==> config.mk <==
export PLATFORM = sky130hd
export DESIGN_NAME = crc8_length_frame_receiver_core_flat
export DESIGN_NICKNAME = d
export VERILOG_FILES = /design/src/sv/crc8lfr_pkg.sv /design/src/sv/crc8lfr_if.sv /design/src/sv/crc8lfr_in_stage.sv /design/src/sv/crc8lfr_frame_fsm.sv /design/src/sv/crc8lfr_out_stage.sv /design/src/sv/crc8_length_frame_receiver_core.sv /design/src/flat_wrapper.sv
export VERILOG_INCLUDE_DIRS = /design/src /design/src/sv
export SDC_FILE = /design/constraint.sdc
export NUM_CORES = 1
export LEC_CHECK = 0
export BUFFER_PORTS_ARGS = -buffer_cell sky130_fd_sc_hd__buf_2
export CORE_MARGIN = 2
export CORE_UTILIZATION = 40
export CTS_CLUSTER_SIZE = 40
export DETAILED_ROUTE_END_ITERATION = 10
export PLACE_DENSITY = 0.6
export SETUP_SLACK_MARGIN = 0.2
export SYNTH_ARGS = -nofsm -noshare
export SYNTH_HDL_FRONTEND = slang
export SYNTH_SLANG_ARGS = --single-unit
==> constraint.sdc <==
create_clock -name clk_i -period 3.8 [get_ports clk_i]
set_clock_uncertainty 0.05 [all_clocks]
set_input_delay 0.57 -clock clk_i [delete_from_list [all_inputs] [get_ports clk_i]]
set_output_delay 0.57 -clock clk_i [all_outputs]
set_load 0.005 [all_outputs]
==> src/sv/crc8_length_frame_receiver_core_macros.svh <==
// Assertion macros for the frame receiver modules; only crc8lfr_frame_fsm uses them.
// Depends on nothing; users must have clk_i and rst_ni in scope.
`ifndef CRC8_LENGTH_FRAME_RECEIVER_CORE_MACROS_SVH
`define CRC8_LENGTH_FRAME_RECEIVER_CORE_MACROS_SVH
`ifndef SYNTH
`define CRC8LFR_ASSERT(lbl, prop) \
  lbl: assert property (@(posedge clk_i) disable iff (!rst_ni) (prop)) \
    else $error("crc8lfr assertion failed");
`define CRC8LFR_ASSERT_IMP(lbl, ante, cons) \
  lbl: assert property (@(posedge clk_i) disable iff (!rst_ni) (ante) |-> (cons)) \
    else $error("crc8lfr implication failed");
`define CRC8LFR_ASSERT_NEXT(lbl, ante, cons) \
  lbl: assert property (@(posedge clk_i) disable iff (!rst_ni) (ante) |=> (cons)) \
    else $error("crc8lfr next-cycle check failed");
`else
`define CRC8LFR_ASSERT(lbl, prop)
`define CRC8LFR_ASSERT_IMP(lbl, ante, cons)
`define CRC8LFR_ASSERT_NEXT(lbl, ante, cons)
`endif
`endif

==> src/sv/crc8lfr_pkg.sv <==
// Types, constants and the CRC-8 byte update for the frame receiver.
// No dependencies.
package crc8lfr_pkg;

  localparam int unsigned MaxFrame    = 256;
  localparam int unsigned HeaderBytes = 3;
  localparam int unsigned LenW        = 16;
  localparam int unsigned TotalW      = 17;
  localparam logic [7:0]  SofByte     = 8'hAA;
  localparam logic [7:0]  CrcPoly     = 8'h31;

  typedef enum logic [2:0] {
    PH_HUNT    = 3'd0,
    PH_LEN_HI  = 3'd1,
    PH_LEN_LO  = 3'd2,
    PH_CMD     = 3'd3,
    PH_PAYLOAD = 3'd4,
    PH_CHECK   = 3'd5
  } phase_e;

  typedef enum logic [2:0] {
    KIND_IGNORED = 3'd0,
    KIND_HEADER  = 3'd1,
    KIND_COMMAND = 3'd2,
    KIND_PAYLOAD = 3'd3,
    KIND_CHECK   = 3'd4
  } kind_e;

  typedef enum logic [1:0] {
    ST_BUSY     = 2'd0,
    ST_GOOD     = 2'd1,
    ST_MISMATCH = 2'd2,
    ST_BADLEN   = 2'd3
  } status_e;

  typedef struct packed {
    logic [7:0] byte_out;
    kind_e      kind;
    logic       frame_end;
    status_e    status;
  } result_t;

  function automatic logic [7:0] crc8_feed(input logic [7:0] crc, input logic [7:0] b);
    logic [7:0] c;
    c = crc ^ b;
    for (int k = 0; k < 8; k++) begin
      c = c[7] ? ({c[6:0], 1'b0} ^ CrcPoly) : {c[6:0], 1'b0};
    end
    return c;
  endfunction

endpackage

==> src/sv/crc8lfr_if.sv <==
// Valid/ready channel interfaces for received bytes and tagged results.
// No package dependency.
interface crc8lfr_in_if;
  logic       valid;
  logic       ready;
  logic [7:0] rx_byte;
  modport source (output valid, output rx_byte, input ready);
  modport sink (input valid, input rx_byte, output ready);
endinterface

interface crc8lfr_out_if;
  logic       valid;
  logic       ready;
  logic [7:0] byte_out;
  logic [2:0] byte_kind;
  logic       frame_end;
  logic [1:0] frame_status;
  modport source (output valid, output byte_out, output byte_kind, output frame_end,
                  output frame_status, input ready);
  modport sink (input valid, input byte_out, input byte_kind, input frame_end,
                input frame_status, output ready);
endinterface

==> src/sv/crc8lfr_in_stage.sv <==
// Input register: captures one received byte per transaction.
// Depends on crc8lfr_in_if.
module crc8lfr_in_stage (
  input  logic          clk_i,
  input  logic          rst_ni,
  crc8lfr_in_if.sink    rx_i,
  input  logic          take_i,
  output logic          valid_o,
  output logic [7:0]    byte_o
);

  logic       valid_q, valid_d;
  logic [7:0] byte_q;

  assign rx_i.ready = !valid_q || take_i;
  assign valid_d    = rx_i.ready ? rx_i.valid : valid_q;

  always_ff @(posedge clk_i or negedge rst_ni) begin
    if (!rst_ni) begin
      valid_q <= 1'b0;
    end else begin
      valid_q <= valid_d;
    end
  end

  always_ff @(posedge clk_i) begin
    if (rx_i.valid && rx_i.ready) begin
      byte_q <= rx_i.rx_byte;
    end
  end

  assign valid_o = valid_q;
  assign byte_o  = byte_q;

endmodule

==> src/sv/crc8lfr_frame_fsm.sv <==
// Frame parser: phase, length and CRC state, and the per-byte result.
// Depends on crc8lfr_pkg and the assertion macro header.
`include "crc8_length_frame_receiver_core_macros.svh"

module crc8lfr_frame_fsm (
  input  logic                  clk_i,
  input  logic                  rst_ni,
  input  logic                  step_i,
  input  logic [7:0]            byte_i,
  output crc8lfr_pkg::result_t  res_o
);

  crc8lfr_pkg::phase_e phase_q, phase_d;
  logic [7:0]          len_hi_q, len_hi_d;
  logic [15:0]         left_q, left_d;
  logic [7:0]          crc_q, crc_d;

  logic [15:0] len;
  logic [16:0] total;
  logic        len_bad;
  logic [15:0] left_dec;

  assign len      = {len_hi_q, byte_i};
  assign total    = {1'b0, len} + crc8lfr_pkg::TotalW'(crc8lfr_pkg::HeaderBytes);
  assign len_bad  = (len < 16'd2) ||
                    (total > crc8lfr_pkg::TotalW'(crc8lfr_pkg::MaxFrame));
  assign left_dec = (left_q != '0) ? left_q - 16'd1 : left_q;

  always_comb begin
    phase_d  = phase_q;
    len_hi_d = len_hi_q;
    left_d   = left_q;
    crc_d    = crc_q;
    case (phase_q)
      crc8lfr_pkg::PH_LEN_HI: begin
        len_hi_d = byte_i;
        phase_d  = crc8lfr_pkg::PH_LEN_LO;
      end
      crc8lfr_pkg::PH_LEN_LO: begin
        if (len_bad) begin
          phase_d = crc8lfr_pkg::PH_HUNT;
        end else begin
          left_d  = len;
          crc_d   = '0;
          phase_d = crc8lfr_pkg::PH_CMD;
        end
      end
      crc8lfr_pkg::PH_CMD, crc8lfr_pkg::PH_PAYLOAD: begin
        crc_d   = crc8lfr_pkg::crc8_feed(crc_q, byte_i);
        left_d  = left_dec;
        phase_d = (left_dec <= 16'd1) ? crc8lfr_pkg::PH_CHECK : crc8lfr_pkg::PH_PAYLOAD;
      end
      crc8lfr_pkg::PH_CHECK: begin
        left_d  = '0;
        phase_d = crc8lfr_pkg::PH_HUNT;
      end
      default: begin
        phase_d = (byte_i == crc8lfr_pkg::SofByte) ? crc8lfr_pkg::PH_LEN_HI
                                                   : crc8lfr_pkg::PH_HUNT;
      end
    endcase
  end

  always_comb begin
    res_o.byte_out  = byte_i;
    res_o.kind      = crc8lfr_pkg::KIND_IGNORED;
    res_o.frame_end = 1'b0;
    res_o.status    = crc8lfr_pkg::ST_BUSY;
    case (phase_q)
      crc8lfr_pkg::PH_LEN_HI: begin
        res_o.kind = crc8lfr_pkg::KIND_HEADER;
      end
      crc8lfr_pkg::PH_LEN_LO: begin
        res_o.kind = crc8lfr_pkg::KIND_HEADER;
        if (len_bad) begin
          res_o.frame_end = 1'b1;
          res_o.status    = crc8lfr_pkg::ST_BADLEN;
        end
      end
      crc8lfr_pkg::PH_CMD: begin
        res_o.kind = crc8lfr_pkg::KIND_COMMAND;
      end
      crc8lfr_pkg::PH_PAYLOAD: begin
        res_o.kind = crc8lfr_pkg::KIND_PAYLOAD;
      end
      crc8lfr_pkg::PH_CHECK: begin
        res_o.kind      = crc8lfr_pkg::KIND_CHECK;
        res_o.frame_end = 1'b1;
        res_o.status    = (crc_q == byte_i) ? crc8lfr_pkg::ST_GOOD : crc8lfr_pkg::ST_MISMATCH;
      end
      default: begin
        if (byte_i == crc8lfr_pkg::SofByte) begin
          res_o.kind = crc8lfr_pkg::KIND_HEADER;
        end
      end
    endcase
  end

  always_ff @(posedge clk_i or negedge rst_ni) begin
    if (!rst_ni) begin
      phase_q  <= crc8lfr_pkg::PH_HUNT;
      len_hi_q <= '0;
      left_q   <= '0;
      crc_q    <= '0;
    end else if (step_i) begin
      phase_q  <= phase_d;
      len_hi_q <= len_hi_d;
      left_q   <= left_d;
      crc_q    <= crc_d;
    end
  end

  `CRC8LFR_ASSERT_NEXT(a_check_then_hunt, step_i && (phase_q == crc8lfr_pkg::PH_CHECK), phase_q == crc8lfr_pkg::PH_HUNT)
  `CRC8LFR_ASSERT_NEXT(a_badlen_then_hunt, step_i && (res_o.status == crc8lfr_pkg::ST_BADLEN), phase_q == crc8lfr_pkg::PH_HUNT)
  `CRC8LFR_ASSERT_IMP(a_body_has_check_left, (phase_q == crc8lfr_pkg::PH_CMD) || (phase_q == crc8lfr_pkg::PH_PAYLOAD), left_q >= 16'd2)
  `CRC8LFR_ASSERT(a_end_iff_status, res_o.frame_end == (res_o.status != crc8lfr_pkg::ST_BUSY))

endmodule

==> src/sv/crc8lfr_out_stage.sv <==
// Result register: holds one tagged byte until the sink takes it.
// Depends on crc8lfr_pkg and crc8lfr_out_if.
module crc8lfr_out_stage (
  input  logic                  clk_i,
  input  logic                  rst_ni,
  input  logic                  load_i,
  input  crc8lfr_pkg::result_t  res_i,
  output logic                  ready_o,
  crc8lfr_out_if.source         res_o
);

  logic                 valid_q, valid_d;
  crc8lfr_pkg::result_t data_q;

  assign ready_o = !valid_q || res_o.ready;
  assign valid_d = ready_o ? load_i : valid_q;

  always_ff @(posedge clk_i or negedge rst_ni) begin
    if (!rst_ni) begin
      valid_q <= 1'b0;
    end else begin
      valid_q <= valid_d;
    end
  end

  always_ff @(posedge clk_i) begin
    if (load_i) begin
      data_q <= res_i;
    end
  end

  assign res_o.valid        = valid_q;
  assign res_o.byte_out     = data_q.byte_out;
  assign res_o.byte_kind    = data_q.kind;
  assign res_o.frame_end    = data_q.frame_end;
  assign res_o.frame_status = data_q.status;

endmodule

==> src/sv/crc8_length_frame_receiver_core.sv <==
// Top level of the CRC-8 length-prefixed frame receiver.
// Depends on crc8lfr_pkg, crc8lfr_if and the three stage modules.
//
// rx_i carries one received byte per transaction. res_o returns exactly one
// result per byte: the byte itself, its kind (ignored, header, command,
// payload, check), a frame-end flag and the frame status (in progress, good,
// check mismatch, bad length). Frames are 0xAA, a big-endian 16-bit length
// counting command, payload and check bytes, then those bytes. CRC-8 with
// polynomial 0x31, init 0, MSB first runs over command and payload.
// An accepted byte passes from the input register through the parser into the
// result register, which offers it on res_o. Throughput: one byte per cycle
// while the sink does not stall, set by the input register, the combinational
// parser step with its unrolled CRC update, and the result register.
// Reset empties both registers and puts the parser in start-byte hunting.
// When the sink stalls, the result register holds its transaction, one more
// byte waits in the input register, and rx_i.ready then drops until the
// sink takes the result.
module crc8_length_frame_receiver_core (
  input  logic          clk_i,
  input  logic          rst_ni,
  crc8lfr_in_if.sink    rx_i,
  crc8lfr_out_if.source res_o
);

  logic                 s1_valid;
  logic [7:0]           s1_byte;
  logic                 s2_ready;
  logic                 step;
  crc8lfr_pkg::result_t res;

  assign step = s1_valid && s2_ready;

  crc8lfr_in_stage u_in (
    .clk_i   (clk_i),
    .rst_ni  (rst_ni),
    .rx_i    (rx_i),
    .take_i  (step),
    .valid_o (s1_valid),
    .byte_o  (s1_byte)
  );

  crc8lfr_frame_fsm u_fsm (
    .clk_i  (clk_i),
    .rst_ni (rst_ni),
    .step_i (step),
    .byte_i (s1_byte),
    .res_o  (res)
  );

  crc8lfr_out_stage u_out (
    .clk_i   (clk_i),
    .rst_ni  (rst_ni),
    .load_i  (step),
    .res_i   (res),
    .ready_o (s2_ready),
    .res_o   (res_o)
  );

endmodule
==> src/flat_wrapper.sv <==
// flat-port wrapper written by rule: the top's interface ports become plain ports
module crc8_length_frame_receiver_core_flat 
  (clk_i, rst_ni, rx_i_valid, rx_i_rx_byte, rx_i_ready, res_o_valid, res_o_byte_out, res_o_byte_kind, res_o_frame_end, res_o_frame_status, res_o_ready);
  crc8lfr_in_if rx_i_i ();
  crc8lfr_out_if res_o_i ();
  input  logic clk_i;
  input  logic rst_ni;
  input wire logic [$bits(rx_i_i.valid)-1:0] rx_i_valid;
  input wire logic [$bits(rx_i_i.rx_byte)-1:0] rx_i_rx_byte;
  output wire logic [$bits(rx_i_i.ready)-1:0] rx_i_ready;
  output wire logic [$bits(res_o_i.valid)-1:0] res_o_valid;
  output wire logic [$bits(res_o_i.byte_out)-1:0] res_o_byte_out;
  output wire logic [$bits(res_o_i.byte_kind)-1:0] res_o_byte_kind;
  output wire logic [$bits(res_o_i.frame_end)-1:0] res_o_frame_end;
  output wire logic [$bits(res_o_i.frame_status)-1:0] res_o_frame_status;
  input wire logic [$bits(res_o_i.ready)-1:0] res_o_ready;
  assign rx_i_i.valid = rx_i_valid;
  assign rx_i_i.rx_byte = rx_i_rx_byte;
  assign rx_i_ready = rx_i_i.ready;
  assign res_o_valid = res_o_i.valid;
  assign res_o_byte_out = res_o_i.byte_out;
  assign res_o_byte_kind = res_o_i.byte_kind;
  assign res_o_frame_end = res_o_i.frame_end;
  assign res_o_frame_status = res_o_i.frame_status;
  assign res_o_i.ready = res_o_ready;
  crc8_length_frame_receiver_core u_core (.clk_i(clk_i), .rst_ni(rst_ni), .rx_i(rx_i_i), .res_o(res_o_i));
endmodule
After elaboration in Yosys (flattened, before gate mapping). Cells that the tools add are included.

Bits of input ports: 12. Logic and storage cells: 69. Output and inout bits: 16. Register bits after elaboration: 59.

Reductions and logical operators: 15. Multiplexer cells: 21. Bitwise logic cells: 9. $lt $le $gt $ge: 3. Equality and inequality tests: 8. Add/subtract/negate cells: 2.

Operators by type and width (count): 6-bit two-way mux (8); 16-bit case mux with 3 select lines (1); 16-bit two-way mux (2); 3-bit inverter (8); 3-bit case mux with 4 select lines (2); 16-bit by 2-bit adder with 17-bit output, second input constant (1); 17-bit by 9-bit > comparator with 1-bit output, second input constant (1); 16-bit by 1-bit <= comparator with 1-bit output, second input constant (1); 16-bit by 2-bit < comparator with 1-bit output, second input constant (1); 8-bit case mux with 2 select lines (1); 16-bit nonzero test (1); 16-bit by 1-bit subtractor with 16-bit output, second input constant (1); 8-bit equality test (1); 8-bit equality test, second input constant (1); 8-bit two-way mux (1); 8-bit bitwise XOR (1); 3-bit by 2-bit equality test with 1-bit output, second input constant (2); 3-bit equality test, second input constant (2); 3-bit case mux with 2 select lines (1); 3-bit AND reduction (2); 2-bit two-way mux (2); 2-bit OR reduction (2); 3-bit by 1-bit equality test with 1-bit output, second input constant (1); 1-bit logical OR (3); 8 further kinds (11).

Logic depth before layout (Yosys ltp). Gate-level depths: netlist of the first run.

Depth after elaboration: 18. Gate-level depth with buffers: 10. Depth with buffers taken out: 8.

Cells and area by module. From an unflattened synthesis of the first run, not the netlist that was laid out.

Cells, all modules: 378. Area total of the unflattened synthesis: 3824.9 um^2.

By module, submodules not included: crc8lfr_frame_fsm (times used 1, cells an instance 348, area each 3056.7 um^2, sequential area each 875.8 um^2); crc8lfr_out_stage (times used 1, cells an instance 17, area each 467.9 um^2, sequential area each 445.4 um^2); crc8lfr_in_stage (times used 1, cells an instance 12, area each 294.0 um^2, sequential area each 265.3 um^2); crc8_length_frame_receiver_core (times used 1, cells an instance 1, area each 6.3 um^2, sequential area each 0.0 um^2).

Worst setup path before layout of the first run. Ideal clock, no wire load.

Path type: register -> register. Start: register u_core.u_fsm.left_q[0]. End: register u_core.u_fsm.left_q[5]. Arrival time: 2.297 ns. Data required time: 3.625 ns. Cell stages (with the launch flop): 9. Clock period less this slack: 2.472 ns. Setup slack: 1.328 ns. Setup time: 0.125 ns. Buffers on the path: 0. Cell sequence: dfrtp_1 > inv_1 > ha_1 > or3b_2 > nor4_2 > nand2_1 > a21oi_1 > a21oi_1 > mux2_4.

Longest elaborated chain between the ends: 3. Elaborated cells between the ends (all ways): 4. Classes of those cells: add/sub: 1; mux: 2; reduce/logical: 1.

RTL lines: from (decl) (RTL line crc8lfr_frame_fsm.sv:15) `logic [15:0] left_q, left_d;`; from (signal assigned) (RTL line crc8lfr_frame_fsm.sv:108) `left_q <= left_d;`; 16-bit by 1-bit subtractor with 16-bit output or 16-bit nonzero test (tied branches) (RTL line crc8lfr_frame_fsm.sv:27) `assign left_dec = (left_q != '0) ? left_q - 16'd1 : left_q;`; 16-bit two-way mux (*) (RTL line crc8lfr_frame_fsm.sv:27); 16-bit case mux with 3 select lines (*) (RTL line crc8lfr_frame_fsm.sv:34) `case (phase_q)`.

Mark *: on every way between the ends. The rest lies on a longest branch, timed or not. A chain may end at the register's enable or synchronous reset.

Final worst setup path of the first run.
Start: register u_core.u_fsm.phase_q[1]. End: register u_core.u_fsm.left_q[12].

Longest elaborated chain between the ends: 4. Elaborated cells between the ends (all ways): 9. Classes of those cells: eq/ne: 5; mux: 1; reduce/logical: 3.

RTL lines: from (decl) (RTL line crc8lfr_frame_fsm.sv:13) `crc8lfr_pkg::phase_e phase_q, phase_d;`; from (signal assigned) (RTL line crc8lfr_frame_fsm.sv:101) `phase_q <= crc8lfr_pkg::PH_HUNT;`; from (signal assigned) (RTL line crc8lfr_frame_fsm.sv:106) `phase_q <= phase_d;`; 3-bit equality test or 3-bit by 2-bit equality test with 1-bit output (tied branches) (RTL line crc8lfr_frame_fsm.sv:34); 2-bit OR reduction (RTL line crc8lfr_frame_fsm.sv:34); 3-bit nonzero test (no line); 3-bit AND reduction (no line).

Parallel ways exist; a longest one is shown, timed or not.

==> results of run 1 <==
stage by stage:
stage | utilization | hold WS, ns
floorplan | - | 0.224
global placement | 0.433 | 0.446
detailed placement | 0.433 | 0.447
CTS | 0.466 | 0.317
global route | 0.466 | 0.325
finish | 0.466 | 0.289
path summary, 6_finish.rpt:
| kind | from | end | slack [ns] | cells after the start |
|---|---|---|---|---|
| hold reg to reg | u_core.u_in.valid_o$_DFFE_PN0N_ | u_core.u_out.res_o.valid$_DFFE_PN0P_ | 0.46 | 2 |
| hold / removal | rst_ni | u_core.u_fsm.left_q[2]$_DFFE_PN0P_ | 0.29 | 1 |
| setup / recovery | u_core.u_fsm.phase_q[1]$_DFFE_PN0P_ | u_core.u_fsm.left_q[12]$_DFFE_PN0P_ | 0.59 | 7 |
| min in group clk_i | rx_i_rx_byte[0] | u_core.u_in.byte_o[0]$_DFFE_PP_ | 0.35 | 1 |
| max in group asynchronous | rst_ni | u_core.u_fsm.left_q[12]$_DFFE_PN0P_ | 2.85 | 1 |
| setup reg to reg | u_core.u_fsm.phase_q[1]$_DFFE_PN0P_ | u_core.u_fsm.left_q[12]$_DFFE_PN0P_ | 0.59 | 7 |
final cells by class:
cell class	count	share of cell area
clock inverter	7	0.0384
multi-input combinational	248	0.430
timing repair buffer	29	0.0394
sequential	59	0.416
tap	105	0.0345
clock buffer	9	0.0325
inverter	9	0.00886
cell usage in the layout (no fill, tap or decap), types with 3 or more instances in the layout:
cell / count
dfrtp_1: 37
nand2_1: 32
buf_2: 27
edfxtp_1: 22
nor3_1: 19
xnor2_1: 18
o21ai_0: 16
nor2_1: 16
a21oi_1: 16
o22ai_1: 10
inv_1: 9
nand3_1: 9
mux2_2: 9
clkbuf_8: 9
nand2b_1: 6
nand4_1: 6
a211oi_1: 6
nor4_1: 6
or4_1: 6
o2bb2ai_1: 6
a31oi_1: 5
xor2_1: 4
bufinv_16: 4
or2_2: 3
mux2i_1: 3
o21bai_1: 3
mux2_4: 3
a22o_1: 3
kinds of logic (layout without fill, tap and decap cells):
group,after synthesis,in the layout
fa+ha+maj,1,1
compound gates,87,87
buf+inv,30,54
simple gates,122,122
flops,59,59
xor+xnor,23,23
mux,15,15
registers in the layout, indices dropped and copies added (netlist names):
| register | cells |
|---|---|
| u_core.u_fsm.left_q | 16 |
| u_core.u_out.res_o.frame_end | 1 |
| u_core.u_fsm.phase_q | 3 |
| u_core.u_out.res_o.byte_out | 8 |
| u_core.u_in.valid_o | 1 |
| u_core.u_fsm.len_hi_q | 8 |
| u_core.u_out.res_o.frame_status | 2 |
| u_core.u_out.res_o.byte_kind | 3 |
| u_core.u_in.byte_o | 8 |
| u_core.u_out.res_o.valid | 1 |
| u_core.u_fsm.crc_q | 8 |
worst reg2reg max path, cell delays in order, from the launching register on:
cell and delay [ns]:
dfrtp_1 0.48, nand2b_1 0.30, or2_2 0.44, inv_1 0.13, nor2_1 0.15, nor2_1 0.75, or2_1 0.46, mux2_4 0.34
where the power goes:
group	leakage (nW)	internal, W	total [W]	switching [W]
Clock	0.134	0.000507	0.000775	0.000268
Combinational	0.649	0.000500	0.00109	0.000593
Sequential	0.679	0.000845	0.00110	0.000259
Total	1.46	0.00185	0.00297	0.00112
metal layers:
metal  wire (um)  GRT usage
met4         270      0.101
met3         613     0.0506
met2        3930      0.301
met1        3600      0.276
met5           0          0
==> impl_metrics.ini, run 1 <==
[timing]
finalHoldViolations = 0
setup_ws_ns = 0.594
period_share = 0.844
rsz0062_at_grt = false
slew_headroom = 0.368
finalSetupTns_ns = 0
drv_slew = 0
setup_viol = 0
fmax_mhz = 312
period_needed_ns = 3.21
max_slew.worst_pin.slew_ns = 0.944

[critical_path]
cp_common_cell = nor2_1
critPathMaxStageDelay_ns = 0.75
critical_path_class = flip-flop to flip-flop
worstPathMaxFanout = 13
endpoint_kind = flip-flop
cp_top_family = simple AND/OR/NAND/NOR gates
required_ns = 3.97
arrival_ns = 3.38
crit_path_cell_trace = nand2b_1 -> or2_2 -> inv_1 -> nor2_1 -> nor2_1 -> or2_1 -> mux2_4
cp-start-kind = flip-flop
worst-path-buf-inv = 1
cp_slowest_cell = nor2_1

[power]
peakVddDrop_mv = 0.378
total_power_w = 0.00297
power.leakage_nw = 1.46
powerDensity_nw_per_um2 = 780

[grt]
antenna_found_initial = 0
grt_pass1_wl_um = 13900
grt_overflow_total = 0
track_usage = 0.203
grt_max_degree = 38
grt_pass1_vias = 2677

[yosys]
async_flop_share = 0.627
yosys-top-cells-count = 37 x dfrtp_1, 32 x nand2_1, 22 x edfxtp_1
synth_top_family_by_area = simple AND/OR/NAND/NOR gates
ys_ff_latch = 59
yosys-top-cells-area = dfrtp_1 28%, edfxtp_1 20%, xnor2_1 4.7%
synthFlopType = dfrtp_1
yosysTopAreaCell = dfrtp_1
synth_compound_area_frac = 0.172
synth-xor-area-share = 0.0640
synth_edf_count = 22
yosys_warnings = 0
synth_most_common_cell = dfrtp_1
muxShareOfSynthArea = 0.0525
syn-num-nets = 350
synth_fa_ha_area_frac = 0.00372
synth.top_cell.area_share = 0.276
syn_inst = 337
syn_area_um2 = 3360
synth_cell_type_count = 59
synth-simple-area-share = 0.195
syn_avg_cell_area_um2 = 9.97
seq_area_frac_synth = 0.472

[route]
vias = 2798
drt_drc_violations_left = 0
drt_iter0_drc = 260
wl_per_cell_um = 18.1
wl_um = 8410
dr.pass1.iters = 5
via_per_inst = 6.00
ant_nets = 0

[floorplanning]
die_w_um = 95.7
die-area_um2 = 9150
initial_core_util = 0.411
coreArea_um2 = 8180
rows = 33
die_h_um = 95.7
io-pin-count = 28

[final_layout]
final_layout_size_suffix_gt1_frac = 0.183
finalInstanceArea_um2 = 3810
syn2layout_area_growth_pct = 13.4
multi_input_area_um2 = 1640
stdcell_count = 466
n_antenna_cell = 0
seq_area_um2 = 1590
fin_nets = 369
fillers = 776

[clock_network]
clkTransAtPathRegs_ns = 0.07
cts_hold_buf = 0
cts_resized = 0
clk_latency_ns = 0.34
cts_inserted_buffers = 9
cts_setup_buffers = 0
clk_path_buf_depth = 2
clock-sinks = 59
cts_max_level = 3
cts_tree = yes
root_buffer = clkbuf_8

[placed_design]
placed_area_um2 = 3540
place.detailed.hpwl_um = 5840
finalWeightedCongestion = 0.955
dpl.cell_count = 450
port-buffer-count = 27
place_ws_ns = 0.650

[job]
drv_cap = 0

[hold_path]
min_path_type = input port to async pin

[status]
status = finished clean
No activity file was read; power rests on OpenSTA's default activity.
==> inputs of run 2 (changes only) <==
- ABC_AREA: default -> 1
- clock period: 3.8 -> 3.07 ns (I/O delays scaled with it)
==> run 2 against run 1 <==
Final cell count grew 43%. Power is 35% higher. Sequential power rose by 25%. Combinational power is 72% higher. Wire length grew 17%. Die area up 11%. First-iteration DRC count down 15%. Synthesized area up 11%. Critical path depth rose by 8. Utilization down 1.2 points. Global-route usage up 0.88 points. Design area up 9.1%. Critical endpoint is now u_core.u_fsm.left_q[8]$_DFFE_PN0P_. Highest routed layer unchanged.
==> impl_metrics.ini, run 2 <==
[status]
status = finished clean

[final_layout]
final_util = 0.454
largest_register_ffs = 16
fillers = 920
fin_nets = 562
n_antenna_cell = 0
mostFrequentLayoutCells = 175 x nand2_1, 66 x nor2_1, 63 x nand3_1
final_layout_size_suffix_gt1_frac = 0.121
syn2layout_area_growth_pct = 11.1
largest_register = u_core.u_fsm.left_q
finalInstanceArea_um2 = 4160
final_common_cell = nand2_1

[yosys]
yosys-top-cells-area = dfrtp_1 25%, edfxtp_1 18%, nand2_1 18%
synth_most_common_cell = nand2_1
synth.top_cell.area_share = 0.248
ys_ff_latch = 59
synthFlopType = dfrtp_1
yosysTopAreaCell = dfrtp_1
syn_inst = 521
async_flop_share = 0.627
yosys-top-cells-count = 175 x nand2_1, 66 x nor2_1, 63 x nand3_1
synth-simple-area-share = 0.385
seq_area_frac_synth = 0.424
synth_top_family_by_area = simple AND/OR/NAND/NOR gates
synth_compound_area_frac = 0.0606
syn-num-nets = 534
yosys_warnings = 0
synth_edf_count = 22
synth_cell_type_count = 32
muxShareOfSynthArea = 0
synth_fa_ha_area_frac = 0.00335
syn_area_um2 = 3740
synth-xor-area-share = 0.0492
syn_avg_cell_area_um2 = 7.18

[critical_path]
worstPathMaxFanout = 22
r2r_start = u_core.u_in.byte_o[4]$_DFFE_PP_
endpoint_kind = flip-flop
cp-start-kind = flip-flop
required_ns = 3.30
arrival_ns = 2.74
critical_path_class = flip-flop to flip-flop
startpoint = u_core.u_in.byte_o[4]$_DFFE_PP_
regToRegSetupSlack_ns = 0.56

[route]
vias = 3449
wl_um = 9800
dr.pass1.iters = 5
via_per_inst = 5.19
wl_per_cell_um = 14.7
drt_iter0_drc = 222
drt_drc_violations_left = 0
ant_nets = 0

[clock_network]
cts_resized = 0
cts_tree = yes
clk_latency_ns = 0.35
clock-sinks = 59
cts_setup_buffers = 0
cts_max_level = 3
root_buffer = clkbuf_8
cts_hold_buf = 0
clkTransAtPathRegs_ns = 0.08
clk_path_buf_depth = 2
cts_inserted_buffers = 9

[placed_design]
place.detailed.hpwl_um = 6980
finalWeightedCongestion = 0.932
port-buffer-count = 27
placed_area_um2 = 3950
place_ws_ns = 0.608

[floorplanning]
coreArea_um2 = 9150
die_h_um = 101
die_w_um = 101
die-area_um2 = 10100
io-pin-count = 28
rows = 35
initial_core_util = 0.409

[timing]
setup_ws_ns = 0.557
period_needed_ns = 2.51
finalSetupTns_ns = 0
setup_viol = 0
rsz0062_at_grt = false
max_slew.worst_pin.slew_ns = 0.890
holdWs_ns = 0.174
period_share = 0.818
slew_headroom = 0.407
finalHoldViolations = 0
drv_slew = 0
fmax_mhz = 398

[hold_path]
min_path_type = input port to async pin

[grt]
grt_pass1_wl_um = 16600
grt_pass1_vias = 3213
grt_max_degree = 38
grt_overflow_total = 0
antenna_found_initial = 0
track_usage = 0.212

[power]
power.leakage_nw = 2.04
peakVddDrop_mv = 0.403
powerDensity_nw_per_um2 = 966

[job]
drv_cap = 0
[run 2: changes by cell type after synthesis, moves of 9 or more]
| cell | change |
|---|---|
| a21oi_1 | -9 |
| clkbuf_1 | -10 |
| inv_1 | +39 |
| mux2_2 | -9 |
| nand2_1 | +143 |
| nand3_1 | +54 |
| nor2_1 | +50 |
| nor3_1 | -17 |
| xnor2_1 | -9 |
[run 2: logic make-up (layout without fill, tap and decap cells)]
group / Yosys count / count (layout)
AOI/OAI and AO/OA: 40 / 40
adders and majority gates: 1 / 1
and+or+nand+nor: 335 / 335
buffers and inverters: 65 / 98
xor gates and xnor gates: 21 / 21
DFF: 59 / 59
[run 2: cell type report]
cell class | count | area (um^2) | share of cell area
inverter | 50 | 188 | 0.0452
multi-input combinational | 397 | 1860 | 0.449
clock buffer | 9 | 124 | 0.0298
clock inverter | 7 | 82.6 | 0.0199
tap | 111 | 139 | 0.0334
sequential | 59 | 1590 | 0.382
timing repair buffer | 32 | 173 | 0.0415
[run 2: power by group]
part / internal, W / switching (W)
logic: 0.000659 / 0.00122
registers: 0.00109 / 0.000283
clock network: 0.000389 / 0.000374
total: 0.00213 / 0.00188
[run 2: stage by stage]
step | cells | total power, W
5_1_grt | 665 | 0.00439
2_1_floorplan | 521 | 0.00278
3_5_place_dp | 649 | 0.00324
6_report | 665 | 0.00401
3_3_place_gp | 649 | 0.00324
4_1_cts | 665 | 0.00402
[run 2: routing by layer]
metal | track usage | share of wire | up-vias
met2 | 0.331 | 0.47 | 99
met5 | 0 | 0 | -
li1 | - | - | 1738
met4 | 0.0832 | 0.025 | 0
met3 | 0.0354 | 0.043 | 17
met1 | 0.293 | 0.47 | 1595
[run 2: worst paths after layout]
| path | to | cells after the start |
|---|---|---|
| max in group asynchronous | u_core.u_fsm.left_q[6]$_DFFE_PN0P_ | 1 |
| hold / removal | u_core.u_fsm.len_hi_q[6]$_DFFE_PN0P_ | 1 |
| min in group clk_i | u_core.u_in.byte_o[2]$_DFFE_PP_ | 1 |
| hold reg to reg | u_core.u_fsm.left_q[1]$_DFFE_PN0P_ | 2 |
| setup / recovery | u_core.u_fsm.left_q[8]$_DFFE_PN0P_ | 15 |
| setup reg to reg | u_core.u_fsm.left_q[8]$_DFFE_PN0P_ | 15 |
[run 2: worst max-delay path: stages, from the launching register on]
cell      delay (ns)
edfxtp_1        0.65
nand2_1         0.12
nor2_2          0.23
nand2_1         0.14
inv_2           0.07
nand2_1         0.05
nand2_1         0.05
nand2_1         0.04
inv_1           0.05
nand2_1         0.05
nor2_1          0.19
nand2_1         0.10
nand2_2         0.15
buf_4           0.29
nand3_1         0.10
nand2_1         0.09
==> inputs of run 3 (changes only) <==
- clock period: 3.07 -> 2.5 ns (I/O delays scaled with it)
==> run 3 against run 2 <==
Design area up 5.1%. Global-route usage down 0.091 points. Die area unchanged. Sequential cell count unchanged. Sequential share of layout area down 1.8 points. Maximum frequency up 16%. Power up 26%. Wire length up 4.4%. Worst setup slack worse by 0.22 ns. Clock-buffer cell count unchanged. Register-to-register slack worse by 0.22 ns. Critical path depth unchanged. Critical path type unchanged. Highest routed layer unchanged.
==> impl_metrics.ini, run 3 (synthesis gave the netlist of run 2 again) <==
[route]
via_per_inst = 5.21
drt_drc_violations_left = 0
drt_iter0_drc = 280
wl_per_cell_um = 14.9
dr.pass1.iters = 5
ant_nets = 0
vias = 3573
wl_um = 10200

[critical_path]
critical_path_class = flip-flop to flip-flop
required_ns = 2.69
regToRegSetupSlack_ns = 0.33
cp-start-kind = flip-flop
crit_path_cell_trace = buf_4 -> buf_4 -> nor2_2 -> nand2_1 -> nor2_1 -> nand2_1 -> nand3_1 -> nor2_1 -> nand2_1 -> nor2_2 -> nand2_2 -> nand2_8 -> clkbuf_16 -> nand3_1 -> nand2_1
endpoint_kind = flip-flop
worstPathMaxFanout = 8
critPathMaxStageDelay_ns = 0.52
arrival_ns = 2.36
cp_slowest_cell = edfxtp_1
cp_common_cell = nand2_1

[power]
peakVddDrop_mv = 0.457
powerDensity_nw_per_um2 = 1150
power.leakage_nw = 2.15
total_power_w = 0.00504

[timing]
finalSetupTns_ns = 0
period_needed_ns = 2.17
fmax_mhz = 462
rsz0062_at_grt = true
slew_headroom = 0.415
finalHoldViolations = 0
setup_viol = 0
drv_slew = 0
max_slew.worst_pin.slew_ns = 0.877
period_share = 0.866

[floorplanning]
die_w_um = 101
initial_core_util = 0.409
coreArea_um2 = 9150
die_h_um = 101
die-area_um2 = 10100
io-pin-count = 28
rows = 35

[final_layout]
fin_nets = 583
fillers = 917
n_antenna_cell = 0
mostFrequentLayoutCells = 173 x nand2_1, 64 x nor2_1, 63 x nand3_1
final_layout_size_suffix_gt1_frac = 0.160
largest_register = u_core.u_fsm.left_q
syn2layout_area_growth_pct = 16.8
final_common_cell = nand2_1
largest_register_ffs = 16

[grt]
grt_max_degree = 38
antenna_found_initial = 0
track_usage = 0.211
grt_pass1_vias = 3282
grt_overflow_total = 0
grt_pass1_wl_um = 16600

[job]
drv_cap = 0

[clock_network]
clk_latency_ns = 0.35
cts_hold_buf = 0
clkTransAtPathRegs_ns = 0.09
root_buffer = clkbuf_8
cts_inserted_buffers = 9
clk_path_buf_depth = 2
clock-sinks = 59
cts_tree = yes
cts_max_level = 3

[placed_design]
place.detailed.hpwl_um = 7250
port-buffer-count = 27
finalWeightedCongestion = 0.939

[status]
status = finished clean

[hold_path]
min_path_type = input port to async pin
run 3: critical path: cells and delay by family (launching register included):
kind          cells  cell delay (ns)
simple gates     12             0.94
flops             1             0.52
buf+inv           3             0.55
run 3: cell type report:
cell class | instances | area [um^2] | area share
clock buffers | 9 | 124 | 0.0284
clock inverters | 7 | 58.8 | 0.0135
inverters | 50 | 188 | 0.0430
multi-input cells | 398 | 1920 | 0.439
flip-flops and latches | 59 | 1590 | 0.363
well taps | 111 | 139 | 0.0318
repair buffers | 52 | 353 | 0.0808
run 3: through the flow:
stage	hold WS (ns)	util	instances	instance area [um^2]	worst slack (ns)
4_1_cts	0.119	0.463	678	4240	0.278
3_5_place_dp	0.426	0.439	658	4020	0.0823
3_3_place_gp	0.411	0.439	658	4020	0.109
6_report	0.0892	0.477	686	4370	0.335
5_1_grt	0.122	0.477	686	4370	0.181
2_1_floorplan	0.0294	-	521	3740	0.546
run 3: worst paths after layout:
path                                                         start                                   end  depth (start not counted)
worst max register to register     u_core.u_in.byte_o[4]$_DFFE_PP_     u_core.u_fsm.crc_q[6]$_DFFE_PN0P_                         15
worst min-delay path                                        rst_ni  u_core.u_fsm.len_hi_q[0]$_DFFE_PN0P_                          1
max in group asynchronous                                   rst_ni   u_core.u_fsm.phase_q[1]$_DFFE_PN0P_                          1
min in group clk_i                                 rx_i_rx_byte[4]       u_core.u_in.byte_o[4]$_DFFE_PP_                          1
worst min register to register  u_core.u_fsm.left_q[1]$_DFFE_PN0P_    u_core.u_fsm.left_q[1]$_DFFE_PN0P_                          2
worst max-delay path               u_core.u_in.byte_o[4]$_DFFE_PP_     u_core.u_fsm.crc_q[6]$_DFFE_PN0P_                         15
run 3: where the power goes:
part           internal [W]  total (W)  switching [W]  leakage [nW]
sequential          0.00133    0.00165       0.000312         0.686
clock              0.000376   0.000836       0.000459        0.0925
combinational      0.000942    0.00256        0.00162          1.37
run 3: layer usage:
layer / routed length, um / share of wire / global-route usage / vias to the layer above
met1: 4760 / 0.46 / 0.294 / 1663
met2: 4750 / 0.46 / 0.328 / 113
met5: 0 / 0 / 0 / -
met4: 129 / 0.013 / 0.0738 / 0
li1: - / - / - / 1786
met3: 596 / 0.058 / 0.0416 / 11
run 3: timing repair:
item | 4_1_cts | 5_1_grt
gates cloned | 0 | 2
pin swaps | 0 | 1
endpoints found under the setup margin | 24 | 26
setup buffers | 4 | 6
resized for setup | 2 | 11
